**src/rtl/fps_pkg.sv**
```systemverilog
// Shared types and constants of the frame playback sequencer.
`timescale 1ns / 1ps
`default_nettype none

package fps_pkg;

  localparam int FRAME_BITS = 24;
  localparam int STEP_BITS  = 8;
  localparam int LEN_BITS   = FRAME_BITS + 1;
  localparam int CNT_BITS   = $clog2(FRAME_BITS);
  localparam int MODE_BITS  = 2;
  localparam int IDX_BITS   = 3;

  // Configuration register indexes.
  localparam logic [IDX_BITS-1:0] REG_FIRST  = 3'd0;
  localparam logic [IDX_BITS-1:0] REG_LAST   = 3'd1;
  localparam logic [IDX_BITS-1:0] REG_STRIDE = 3'd2;
  localparam logic [IDX_BITS-1:0] REG_MODE   = 3'd3;
  localparam logic [IDX_BITS-1:0] REG_DIR    = 3'd4;

  // Play modes; the remaining codes behave as ping-pong.
  localparam logic [MODE_BITS-1:0] MODE_ONCE = 2'd0;
  localparam logic [MODE_BITS-1:0] MODE_LOOP = 2'd1;

  // Item functions.
  localparam logic FUNC_ADVANCE = 1'b0;
  localparam logic FUNC_SEEK    = 1'b1;

  typedef enum logic [2:0] {
    S_RB_START,
    S_RB_WAIT,
    S_IDLE,
    S_DECODE,
    S_STEP,
    S_SK_WAIT,
    S_MUL,
    S_FIN
  } state_t;

  typedef struct packed {
    logic rb_start;   // start the length division
    logic rb_load;    // load playback state from the length quotient
    logic item_load;  // capture the accepted item
    logic sk_start;   // start the seek division and range check
    logic sk_load;    // apply the seek result
    logic step_en;    // perform one single step
    logic mul_en;     // register position times stride
    logic out_load;   // fill the output register
  } cmd_t;

  typedef struct packed {
    logic cfg_wr;     // a register write is taken this cycle
    logic cfg_bad;    // stride zero or first above last
    logic div_busy;   // divider still iterating
    logic item_func;  // function of the captured item
    logic step_done;  // advance has made all its steps or play stopped
    logic out_busy;   // result held and stalled
  } stat_t;

endpackage

`default_nettype wire

```
**src/rtl/frame_playback_sequencer.sv**
```systemverilog
// Top level of the frame playback sequencer: controller, datapath and checks.
//
//   Channel  Direction  Handshake             Payload
//   cfg      in         cfg_valid/cfg_ready   cfg_index, cfg_data
//   in       in         in_valid/in_stall     func, step_count, seek_frame
//   out      out        out_valid/out_stall   current_frame ... config_error
//
// An advance makes one single step per cycle until its step count is reached or play
// has stopped; a seek waits for the divider to finish.
// The next item can be taken once the result is loaded and the controller is idle again.
// After reset and after each register write in_stall stays high while the length is
// divided out. cfg_ready is always high.
// A new item is accepted while a result waits and finishes once that result is taken.
`timescale 1ns / 1ps
`default_nettype none

module frame_playback_sequencer (
  input  wire                                  clk,
  input  wire                                  rst,
  input  wire                                  cfg_valid,
  output logic                                 cfg_ready,
  input  wire  [fps_pkg::IDX_BITS-1:0]         cfg_index,
  input  wire  [fps_pkg::FRAME_BITS-1:0]       cfg_data,
  input  wire                                  in_valid,
  output logic                                 in_stall,
  input  wire                                  func,
  input  wire  [fps_pkg::STEP_BITS-1:0]        step_count,
  input  wire  [fps_pkg::FRAME_BITS-1:0]       seek_frame,
  output logic                                 out_valid,
  input  wire                                  out_stall,
  output logic [fps_pkg::FRAME_BITS-1:0]       current_frame,
  output logic [fps_pkg::FRAME_BITS-1:0]       current_position,
  output logic [fps_pkg::LEN_BITS-1:0]         sequence_length,
  output logic                                 moving_reverse,
  output logic                                 is_playing,
  output logic [fps_pkg::STEP_BITS-1:0]        boundary_count,
  output logic [fps_pkg::STEP_BITS-1:0]        moves_made,
  output logic                                 seek_error,
  output logic                                 config_error
);
  import fps_pkg::*;

  cmd_t  cmd;
  stat_t stat;

  assign cfg_ready = 1'b1;

  fps_ctrl u_ctrl (
    .clk      (clk),
    .rst      (rst),
    .in_valid (in_valid),
    .in_stall (in_stall),
    .stat     (stat),
    .cmd      (cmd)
  );

  fps_dp u_dp (
    .clk              (clk),
    .rst              (rst),
    .cfg_valid        (cfg_valid),
    .cfg_index        (cfg_index),
    .cfg_data         (cfg_data),
    .func             (func),
    .step_count       (step_count),
    .seek_frame       (seek_frame),
    .cmd              (cmd),
    .stat             (stat),
    .out_valid        (out_valid),
    .out_stall        (out_stall),
    .current_frame    (current_frame),
    .current_position (current_position),
    .sequence_length  (sequence_length),
    .moving_reverse   (moving_reverse),
    .is_playing       (is_playing),
    .boundary_count   (boundary_count),
    .moves_made       (moves_made),
    .seek_error       (seek_error),
    .config_error     (config_error)
  );

  // The length is rebuilt after reset before any item is taken.
  a_stall_after_reset: assert property (@(posedge clk) rst |=> in_stall)
    else $error("input accepted while the length is being rebuilt");

  // An accepted item keeps the input stalled until its result is built.
  a_one_item: assert property (@(posedge clk) disable iff (rst)
    (in_valid && !in_stall) |=> in_stall)
    else $error("second item accepted while one is in flight");

  // A good configuration always reports a position inside the sequence.
  a_pos_in_range: assert property (@(posedge clk) disable iff (rst)
    (out_valid && !config_error) |-> ({1'b0, current_position} < sequence_length))
    else $error("position outside the sequence");

  // A configuration error result carries no other information.
  a_cfg_err_clear: assert property (@(posedge clk) disable iff (rst)
    (out_valid && config_error) |->
      (current_frame == '0) && (sequence_length == '0) && !is_playing &&
      (moves_made == '0) && !seek_error)
    else $error("configuration error result has nonzero fields");

endmodule

`default_nettype wire

```
**src/rtl/fps_ctrl.sv**
```systemverilog
// Controller state machine of the frame playback sequencer.
`timescale 1ns / 1ps
`default_nettype none

module fps_ctrl (
  input  wire                 clk,
  input  wire                 rst,
  input  wire                 in_valid,
  output logic                in_stall,
  input  wire fps_pkg::stat_t stat,
  output fps_pkg::cmd_t       cmd
);
  import fps_pkg::*;

  state_t state;
  state_t state_next;

  always_ff @(posedge clk) begin
    if (rst) begin
      state <= S_RB_START;
    end else begin
      state <= state_next;
    end
  end

  always_comb begin
    state_next = state;
    cmd        = '0;
    // A register write in the same cycle holds the item back until the rebuild is done.
    in_stall   = (state != S_IDLE) || stat.cfg_wr;
    unique case (state)
      S_RB_START: begin
        cmd.rb_start = 1'b1;
        state_next   = S_RB_WAIT;
      end
      S_RB_WAIT: begin
        if (!stat.div_busy) begin
          cmd.rb_load = 1'b1;
          state_next  = S_IDLE;
        end
      end
      S_IDLE: begin
        if (in_valid && !stat.cfg_wr) begin
          cmd.item_load = 1'b1;
          state_next    = S_DECODE;
        end
      end
      S_DECODE: begin
        if (stat.cfg_bad) begin
          state_next = S_MUL;
        end else if (stat.item_func == FUNC_SEEK) begin
          cmd.sk_start = 1'b1;
          state_next   = S_SK_WAIT;
        end else begin
          state_next = S_STEP;
        end
      end
      S_STEP: begin
        if (stat.step_done) begin
          state_next = S_MUL;
        end else begin
          cmd.step_en = 1'b1;
        end
      end
      S_SK_WAIT: begin
        if (!stat.div_busy) begin
          cmd.sk_load = 1'b1;
          state_next  = S_MUL;
        end
      end
      S_MUL: begin
        cmd.mul_en = 1'b1;
        state_next = S_FIN;
      end
      S_FIN: begin
        if (!stat.out_busy) begin
          cmd.out_load = 1'b1;
          state_next   = S_IDLE;
        end
      end
      default: begin
        state_next = S_RB_START;
      end
    endcase
    // Any register write rebuilds the playback state.
    if (stat.cfg_wr) begin
      state_next = S_RB_START;
    end
  end

endmodule

`default_nettype wire

```
**src/rtl/fps_dp.sv**
```systemverilog
// Datapath of the frame playback sequencer: registers, divider, stepper, output.
`timescale 1ns / 1ps
`default_nettype none

module fps_dp (
  input  wire                                  clk,
  input  wire                                  rst,
  input  wire                                  cfg_valid,
  input  wire  [fps_pkg::IDX_BITS-1:0]         cfg_index,
  input  wire  [fps_pkg::FRAME_BITS-1:0]       cfg_data,
  input  wire                                  func,
  input  wire  [fps_pkg::STEP_BITS-1:0]        step_count,
  input  wire  [fps_pkg::FRAME_BITS-1:0]       seek_frame,
  input  wire  fps_pkg::cmd_t                  cmd,
  output fps_pkg::stat_t                       stat,
  output logic                                 out_valid,
  input  wire                                  out_stall,
  output logic [fps_pkg::FRAME_BITS-1:0]       current_frame,
  output logic [fps_pkg::FRAME_BITS-1:0]       current_position,
  output logic [fps_pkg::LEN_BITS-1:0]         sequence_length,
  output logic                                 moving_reverse,
  output logic                                 is_playing,
  output logic [fps_pkg::STEP_BITS-1:0]        boundary_count,
  output logic [fps_pkg::STEP_BITS-1:0]        moves_made,
  output logic                                 seek_error,
  output logic                                 config_error
);
  import fps_pkg::*;

  // Configuration registers
  logic [FRAME_BITS-1:0] first_frame;
  logic [FRAME_BITS-1:0] last_frame;
  logic [FRAME_BITS-1:0] frame_stride;
  logic [MODE_BITS-1:0]  play_mode;
  logic                  start_direction;

  // Playback state
  logic [FRAME_BITS-1:0] position;
  logic [LEN_BITS-1:0]   seq_length;
  logic                  reverse_dir;
  logic                  playing;

  // Item and per-item counters
  logic                  item_func;
  logic [STEP_BITS-1:0]  item_steps;
  logic [FRAME_BITS-1:0] item_seek;
  logic [STEP_BITS-1:0]  step_idx;
  logic [STEP_BITS-1:0]  bounds;
  logic [STEP_BITS-1:0]  moves;
  logic                  serr;
  logic [FRAME_BITS-1:0] product;

  // Divider
  logic                  div_busy;
  logic [CNT_BITS-1:0]   div_cnt;
  logic [FRAME_BITS-1:0] div_rem;
  logic [FRAME_BITS-1:0] div_quo;
  logic [FRAME_BITS-1:0] div_den;
  logic [LEN_BITS-1:0]   rem_sh;
  logic [LEN_BITS-1:0]   rem_sub;
  logic                  rem_ge;

  logic                  cfg_wr;
  logic                  cfg_bad;
  logic                  is_once;
  logic                  is_loop;
  logic [LEN_BITS-1:0]   pos_inc;
  logic [LEN_BITS-1:0]   seq_m1;
  logic [FRAME_BITS-1:0] mul_full;

  assign cfg_wr  = cfg_valid && (cfg_index <= REG_DIR);
  assign cfg_bad = (frame_stride == '0) || (first_frame > last_frame);
  assign is_once = (play_mode == MODE_ONCE);
  assign is_loop = (play_mode == MODE_LOOP);
  assign pos_inc = {1'b0, position} + LEN_BITS'(1);
  assign seq_m1  = seq_length - LEN_BITS'(1);

  assign rem_sh  = {div_rem, div_quo[FRAME_BITS-1]};
  assign rem_ge  = (rem_sh >= {1'b0, div_den});
  assign rem_sub = rem_sh - {1'b0, div_den};

  // Only the low frame bits of the product are kept.
  assign mul_full = position * frame_stride;

  always_comb begin
    stat.cfg_wr    = cfg_wr;
    stat.cfg_bad   = cfg_bad;
    stat.div_busy  = div_busy;
    stat.item_func = item_func;
    stat.step_done = (step_idx == item_steps) || !playing;
    stat.out_busy  = out_valid && out_stall;
  end

  always_ff @(posedge clk) begin
    if (rst) begin
      first_frame     <= '0;
      last_frame      <= '0;
      frame_stride    <= FRAME_BITS'(1);
      play_mode       <= MODE_ONCE;
      start_direction <= 1'b0;
    end else if (cfg_valid) begin
      unique case (cfg_index)
        REG_FIRST:  first_frame     <= cfg_data;
        REG_LAST:   last_frame      <= cfg_data;
        REG_STRIDE: frame_stride    <= cfg_data;
        REG_MODE:   play_mode       <= cfg_data[MODE_BITS-1:0];
        REG_DIR:    start_direction <= cfg_data[0];
        default: ;
      endcase
    end
  end

  // Restoring divider, one quotient bit per cycle.
  always_ff @(posedge clk) begin
    if (rst) begin
      div_busy <= 1'b0;
    end else if (cmd.rb_start || cmd.sk_start) begin
      div_busy <= 1'b1;
    end else if (div_busy && (div_cnt == CNT_BITS'(FRAME_BITS - 1))) begin
      div_busy <= 1'b0;
    end
  end

  always_ff @(posedge clk) begin
    if (cmd.rb_start || cmd.sk_start) begin
      div_cnt <= '0;
      div_rem <= '0;
      div_den <= frame_stride;
      div_quo <= cmd.rb_start ? (last_frame - first_frame) : (item_seek - first_frame);
    end else if (div_busy) begin
      div_cnt <= div_cnt + CNT_BITS'(1);
      div_rem <= rem_ge ? rem_sub[FRAME_BITS-1:0] : rem_sh[FRAME_BITS-1:0];
      div_quo <= {div_quo[FRAME_BITS-2:0], rem_ge};
    end
  end

  // Playback state
  always_ff @(posedge clk) begin
    if (rst) begin
      position    <= '0;
      seq_length  <= '0;
      reverse_dir <= 1'b0;
      playing     <= 1'b0;
    end else if (cmd.rb_load) begin
      if (cfg_bad) begin
        position    <= '0;
        seq_length  <= '0;
        reverse_dir <= 1'b0;
        playing     <= 1'b0;
      end else begin
        seq_length  <= {1'b0, div_quo} + LEN_BITS'(1);
        position    <= start_direction ? div_quo : '0;
        reverse_dir <= start_direction;
        playing     <= 1'b1;
      end
    end else if (cmd.sk_load) begin
      if (!serr && (div_rem == '0)) begin
        position <= div_quo;
      end
    end else if (cmd.step_en) begin
      if (seq_length == LEN_BITS'(1)) begin
        if (is_once) begin
          playing <= 1'b0;
        end
      end else if (!reverse_dir) begin
        if (pos_inc < seq_length) begin
          position <= pos_inc[FRAME_BITS-1:0];
        end else if (is_once) begin
          playing <= 1'b0;
        end else if (is_loop) begin
          position <= '0;
        end else begin
          reverse_dir <= 1'b1;
          position    <= position - FRAME_BITS'(1);
        end
      end else begin
        if (position != '0) begin
          position <= position - FRAME_BITS'(1);
        end else if (is_once) begin
          playing <= 1'b0;
        end else if (is_loop) begin
          position <= seq_m1[FRAME_BITS-1:0];
        end else begin
          reverse_dir <= 1'b0;
          position    <= pos_inc[FRAME_BITS-1:0];
        end
      end
    end
  end

  // Per-item registers and step counters.
  always_ff @(posedge clk) begin
    if (cmd.item_load) begin
      item_func  <= func;
      item_steps <= step_count;
      item_seek  <= seek_frame;
      step_idx   <= '0;
      bounds     <= '0;
      moves      <= '0;
      serr       <= 1'b0;
    end else if (cmd.sk_start) begin
      serr <= (item_seek < first_frame) || (item_seek > last_frame);
    end else if (cmd.sk_load) begin
      serr <= serr || (div_rem != '0);
    end else if (cmd.step_en) begin
      step_idx <= step_idx + STEP_BITS'(1);
      // A step that cannot advance inside the sequence hits an end; it stops play
      // only in once mode.
      if ((seq_length == LEN_BITS'(1)) ||
          (!reverse_dir && !(pos_inc < seq_length)) ||
          (reverse_dir && (position == '0))) begin
        bounds <= bounds + STEP_BITS'(1);
        if (!is_once && (seq_length != LEN_BITS'(1))) begin
          moves <= moves + STEP_BITS'(1);
        end
      end else begin
        moves <= moves + STEP_BITS'(1);
      end
    end
  end

  always_ff @(posedge clk) begin
    if (cmd.mul_en) begin
      product <= mul_full;
    end
  end

  // Output register
  always_ff @(posedge clk) begin
    if (rst) begin
      out_valid <= 1'b0;
    end else if (cmd.out_load) begin
      out_valid <= 1'b1;
    end else if (!out_stall) begin
      out_valid <= 1'b0;
    end
  end

  always_ff @(posedge clk) begin
    if (cmd.out_load) begin
      if (cfg_bad) begin
        current_frame    <= '0;
        current_position <= '0;
        sequence_length  <= '0;
        moving_reverse   <= 1'b0;
        is_playing       <= 1'b0;
        boundary_count   <= '0;
        moves_made       <= '0;
        seek_error       <= 1'b0;
        config_error     <= 1'b1;
      end else begin
        current_frame    <= first_frame + product;
        current_position <= position;
        sequence_length  <= seq_length;
        moving_reverse   <= reverse_dir;
        is_playing       <= playing;
        boundary_count   <= bounds;
        moves_made       <= moves;
        seek_error       <= serr;
        config_error     <= 1'b0;
      end
    end
  end

endmodule

`default_nettype wire
```
**config.mk**
```make
export PLATFORM = sky130hd
export DESIGN_NAME = frame_playback_sequencer
export DESIGN_NICKNAME = d
export VERILOG_FILES = /design/src/rtl/fps_pkg.sv /design/src/rtl/frame_playback_sequencer.sv /design/src/rtl/fps_ctrl.sv /design/src/rtl/fps_dp.sv
export SDC_FILE = /design/constraint.sdc
export NUM_CORES = 2
export LEC_CHECK = 0
export BUFFER_PORTS_ARGS = -buffer_cell sky130_fd_sc_hd__buf_2
export CAP_MARGIN = 20
export CORE_ASPECT_RATIO = 0.8
export CORE_MARGIN = 2
export CORE_UTILIZATION = 40
export DETAILED_ROUTE_END_ITERATION = 6
export GPL_TIMING_DRIVEN = 0
export PLACE_DENSITY = 0.61
export SLEW_MARGIN = 20
export SYNTH_ARGS = -nofsm -noshare
export SYNTH_HDL_FRONTEND = slang
export SYNTH_SLANG_ARGS = --single-unit
```
**constraint.sdc**
```tcl
create_clock -name clk -period 14.4 [get_ports clk]
set_clock_uncertainty 0.2 [all_clocks]
set_input_delay 1.44 -clock clk [delete_from_list [all_inputs] [get_ports clk]]
set_output_delay 1.44 -clock clk [all_outputs]
set_load 0.02 [all_outputs]
```
# ---- Word-level counts from Yosys, hierarchy flattened
# Cells that the tools add are included.
dict set report op_classes {
  addsub 12
  n_mul 1
  magnitude_cmp 6
  n_eq_ne 32
  muxes 71
  bitwise 2
  reduce_logical 48
}
# cell count
set op_table {}
lappend op_table {{$mux W24} 18}
lappend op_table {{$logic_not A24 Y1} 3}
lappend op_table {{$sub A24 B24 Y24} 3}
lappend op_table {{$add A24 B1 Y25 const B} 2}
lappend op_table {{$gt A24 B24 Y1} 2}
lappend op_table {{$reduce_bool A24 Y1} 2}
lappend op_table {{$sub A24 B1 Y24 const B} 2}
lappend op_table {{$mux W1} 43}
lappend op_table {{$eq A25 B1 Y1 const B} 1}
lappend op_table {{$ge A25 B24 Y1} 1}
lappend op_table {{$lt A25 B25 Y1} 1}
lappend op_table {{$mux W25} 1}
lappend op_table {{$ne A25 B1 Y1 const B} 1}
lappend op_table {{$add A24 B24 Y24} 1}
lappend op_table {{$add A8 B1 Y8 const B} 3}
lappend op_table {{$lt A24 B24 Y1} 1}
lappend op_table {{$mul A24 B24 Y24} 1}
lappend op_table {{$pmux W3 S8} 1}
lappend op_table {{$mux W8} 2}
lappend op_table {{$eq A3 B3 Y1 const B} 5}
lappend op_table {{$mux W3} 5}
lappend op_table {{$eq A3 B2 Y1 const B} 4}
lappend op_table {{$ne A2 B2 Y1 const B} 6}
lappend op_table {{$reduce_and A4 Y1} 3}
lappend op_table {{other kinds (27)} 60}
dict set report word_totals {
  register_bits 383
  input_bits 65
  elab_cells 205
}

# ---- Longest topological paths before layout
dict set report logic_depth {
  ltp_word 9
  depth_mapped 26
}

# ---- Hierarchy
# From an unflattened synthesis, not the netlist that was laid out.
dict set report hier_totals {
  hier_cells 3575
  area_unflattened_um2 31671.6
}
# mod instances cells_per_inst area_each_um2
set by_module_without_submodules {}
lappend by_module_without_submodules {fps_dp 1 3538 31387.6}
lappend by_module_without_submodules {fps_ctrl 1 35 272.8}
lappend by_module_without_submodules {frame_playback_sequencer 1 2 11.3}

# ---- Least setup slack after synthesis
# Ideal clock, no wire load.
dict set report synth_path {
  path_type {input to register}
  from {input out_stall}
  to {register u_dp.boundary_count[0] (netlist name) (enable)}
  setup_time_ns 0.577
  arrival_time_ns 5.989
  required_time_ns 13.623
  setup_slack_ns 7.634
  path_stages 1
  path_buffers 0
  cell_sequence {a21oi_1}
}
dict set report synth_via {
  elab_chain_len 3
}
# item line_no
set synth_rtl {}
lappend synth_rtl {{start: declaration} frame_playback_sequencer.sv:30} ;# input wire out_stall,
lappend synth_rtl {{$logic_and A1 B1 Y1} fps_dp.sv:91} ;# stat.out_busy = out_valid && out_stall;
lappend synth_rtl {{$mux W1} fps_ctrl.sv:76} ;# if (!stat.out_busy) begin
lappend synth_rtl {{$mux W1} fps_ctrl.sv:31} ;# unique case (state)
lappend synth_rtl {{end signal: assignment} fps_dp.sv:257} ;# boundary_count <= bounds;
lappend synth_rtl {{end: declaration} fps_dp.sv:23} ;# output logic [fps_pkg::STEP_BITS-1:0] boundary_count,
# Every way passes these cells.
# A chain may end at the register's enable or synchronous reset.

# ---- Worst setup path in the final report
dict set report layout_path {
  from {register u_dp.position[6]}
  to {register u_dp.product[22], data pin}
}
dict set report layout_via {
  elab_chain_len 1
}
# item line_no
set layout_rtl {}
lappend layout_rtl {{start: declaration} fps_dp.sv:38} ;# logic [FRAME_BITS-1:0] position;
lappend layout_rtl {{start signal: assignment} fps_dp.sv:152} ;# position <= start_direction ? div_quo : '0;
lappend layout_rtl {{start signal: assignment} fps_dp.sv:158} ;# position <= div_quo;
lappend layout_rtl {{start signal: assignment} fps_dp.sv:167} ;# position <= pos_inc[FRAME_BITS-1:0];
lappend layout_rtl {{$mul A24 B24 Y24} fps_dp.sv:83} ;# assign mul_full = position * frame_stride;
lappend layout_rtl {{named net u_dp.mul_full[22]} fps_dp.sv:69} ;# logic [FRAME_BITS-1:0] mul_full;
lappend layout_rtl {{end signal: assignment} fps_dp.sv:224} ;# product <= mul_full;
lappend layout_rtl {{end: declaration} fps_dp.sv:51} ;# logic [FRAME_BITS-1:0] product;
# The timed path passes the listed nets, and every way through them passes these cells.

==> impl_metrics.ini <==
[placed_design]
globalplace.congestion = 0.978
pre_cts_ws_ps = 6250
place_hpwl_um = 86300
dpl.cell_count = 4842
portBuffers = 159

[setup_path]
r2r_end = u_dp.product[22]$_DFFE_PP_
reg2reg_from = u_dp.position[6]$_SDFFE_PP0P_
worst_setup_path_end_kind = register
arrival_ps = 8500
worstPathRequired_ps = 14610
path_common_cell = fa_1
rrSetupSlack_ps = 6110
reg2regPathDepth = 24
crit_path_max_incr_delay_ps = 580
path_max_fanout = 10
cp_top_family = adder cells
cp_num_cells = 24
critPathBufInv = 8
crit_type = reg -> reg
crit_path_top_delay_cell = clkbuf_1
worstPathCellList = clkbuf_1, clkbuf_1, clkbuf_1, nand2_1, fa_1, inv_1, fa_1, inv_1, fa_1, fa_1, fa_1, inv_1, fa_1, inv_1, fa_1, inv_1, ha_1, and3_1, a21oi_1, o21ai_0, or4_1, a31oi_1, o21ai_0, xor2_1
start_kind = register

[yosys]
synth_area_leaders = edfxtp_1, fa_1, dfxtp_1, ha_1, nand2_1
ys_warn_count = 0
synthDominantAreaCellType = edfxtp_1
yosysUniqueCellTypes = 93
yosysTopAreaCellShare_pct = 18.4
syn_nets = 4148
async_flop_share_pct = 0
avgSynthCellArea_um2 = 8.88
synth_edf_count = 198
synthTopCellsByCount = nand2_1, inv_1, ha_1, nor2_1, fa_1
syn_area_um2 = 32300
ys_seq_area_share_pct = 29.9
synth_seq_cells = 383
synth.most_common_cell = nand2_1
synthFlopType = edfxtp_1
syn_inst = 3630

[drt]
drc_errors = 0
drtIter0Drc = 3080
routed_wl_um = 110000
wl_per_cell_um = 22.3
ant_nets = 0
via_per_inst = 5.56
num_vias = 27400
first_pass_iters = 5

[clock_network]
clockBufferDepth = 3
clk_pin_slew_ps = 70
cts-root-buf = clkbuf_16
h-tree-depth = 2
numCtsBuffers = 44
cts_sinks = 383
clock_latency_ps = 610
cts_tree = done
hold_buffers = 0
post_cts_resized = 0
cts_setup_buffers = 0

[sta]
rsz0062_at_grt = false
timing_hold_violations_final = 0
worstMarginPinSlew_ps = 1160
relSlewSlack_pct = 22.2
tns_ps = 0
fin_crit_sh_pct = 57.6
fmax_mhz = 121
final.min_clock_period_ps = 8290
setup_viol = 0
slew_violations = 0
finalWorstSetupSlack_ps = 6110

[final_layout]
antenna_cells = 0
drive_above_1_share_pct = 8.33
fin_nets = 4361
nFillCells = 7870
area_delta_synth_final_pct = 11.6
fin_cells = 4922

[pwr]
vdd_drop_max_mv = 0.126
p_per_area_nw_per_um2 = 154
total_power_w = 0.00553
p_leak_nw = 15.0

[die]
core.rowCount = 93
fp.dieW_um = 321
die_h_um = 258
start_util_pct = 40.2
io_pins = 161
coreArea_um2 = 80200
die-area_um2 = 82900

[worst_hold_path]
hold_end = u_dp.div_den[7]$_DFFE_PN_
holdCritPathClass = reg -> reg
hp-start = u_dp.frame_stride[7]$_SDFFE_PP0P_
min_path_cells = 0

[global_routing]
grt_overflow = 0
grt_pass1_vias = 25500
gr-usage-all-layers_pct = 26.2
grt_pass1_wl_um = 163000
antenna_found_initial = 4
grt_max_degree = 34

[run_status]
status = complete, no violations

[flow_run]
drv_cap = 0
where the power goes:
group / total (W) / internal (W) / switching [W] / leakage (nW)
combinational: 0.00289 / 0.000966 / 0.00193 / 10.9
sequential: 0.00149 / 0.00130 / 0.000189 / 3.36
clock: 0.00115 / 0.000652 / 0.000501 / 0.710
total: 0.00553 / 0.00292 / 0.00262 / 15.0
how the worst max path moves through the flow:
stage / startpoint / endpoint / slack, ps
global route: u_dp.position[6]$_SDFFE_PP0P_ / u_dp.product[22]$_DFFE_PP_ / 5800
detailed placement: u_dp.position[7]$_SDFFE_PP0P_ / u_dp.product[23]$_DFFE_PP_ / 6250
floorplan: out_stall / u_dp.boundary_count[0]$_SDFFCE_PN0P_ / 7630
CTS: u_dp.position[7]$_SDFFE_PP0P_ / u_dp.product[23]$_DFFE_PP_ / 6180
finish: u_dp.position[6]$_SDFFE_PP0P_ / u_dp.product[22]$_DFFE_PP_ / 6110
global placement: out_stall / u_dp.current_frame[16]$_SDFFCE_PN0P_ / 4350
worst reg2reg max path, stage by stage (launching register included):
cell and delay (ps):
dfxtp_1 310, clkbuf_1 440, clkbuf_1 570, clkbuf_1 580, nand2_1 170, fa_1 480
inv_1 90, fa_1 400, inv_1 70, fa_1 460, fa_1 510, fa_1 560
inv_1 60, fa_1 550, inv_1 70, fa_1 480, inv_1 40, ha_1 370
and3_1 180, a21oi_1 90, o21ai_0 210, or4_1 470, a31oi_1 280, o21ai_0 140
xor2_1 280
kinds of logic (layout without fill, tap and decap cells):
family	count (synthesis)	count (layout)	share of synthesized area (%)
compound gates	586	586	12.3
xor+xnor	237	237	6.44
fa+ha+maj	453	453	22.6
buf+inv	617	864	7.38
flops	383	383	29.9
mux	55	55	1.82
other cells	1	1	0.0116
simple gates	1298	1298	19.5
layout by cell type (no fill, tap or decap), types with 18 or more instances in the layout:
cell,instances
or3_1,18
xnor2_1,157
and2_1,191
nand2_1,462
nor2b_1,23
clkbuf_16,48
nand3_1,116
clkbuf_1,164
edfxtp_1,198
nor2_1,228
a311oi_2,20
a211oi_1,38
nand4_1,43
buf_2,171
nor4_1,31
fa_1,217
o21a_1,33
nand2b_1,35
o211ai_1,21
and3_1,26
mux2i_1,41
inv_1,432
dfxtp_1,185
a21oi_1,189
a21o_1,48
ha_1,236
xor2_1,80
nor3_1,65
o21ai_0,93
a31oi_1,26
registers in the layout (all words and copies together), names as in the netlist, 24 cells and up:
signal / count
u_dp.current_position: 24
u_dp.div_quo: 24
u_dp.sequence_length: 25
u_dp.frame_stride: 24
u_dp.current_frame: 24
u_dp.item_seek: 24
u_dp.div_rem: 24
u_dp.last_frame: 24
u_dp.product: 24
u_dp.position: 24
u_dp.seq_length: 25
u_dp.div_den: 24
u_dp.first_frame: 24
stage by stage:
step           cell area (um2)  util (%)  hold WS (ps)
5_1_grt                  36000      44.9           252
2_1_floorplan            32300         -           206
4_1_cts                  36000      44.9           234
3_5_place_dp             34500      43.1           216
3_3_place_gp             34400      42.9           213
6_report                 36000      44.9           236
cell type report:
class                           instances  area, um2  area share (%)
Inverter                              433       1630            4.52
Tap cell                             1045       1310            3.63
Multi-Input combinational cell       2630      20300            56.3
Buffer                                184        757            2.10
Timing Repair Buffer                  167        941            2.62
Clock inverter                         17        146           0.407
Clock buffer                           63       1300            3.61
Sequential cell                       383       9650            26.8
routing by layer:
layer	global-route usage [%]	wire length (um)	up-vias
li1	-	-	12700
met1	40.2	50900	13200
met2	36.6	43900	1356
met3	5.98	12100	148
met4	6.26	2660	4
met5	0	21	-
No activity file was read; power rests on OpenSTA's default activity.
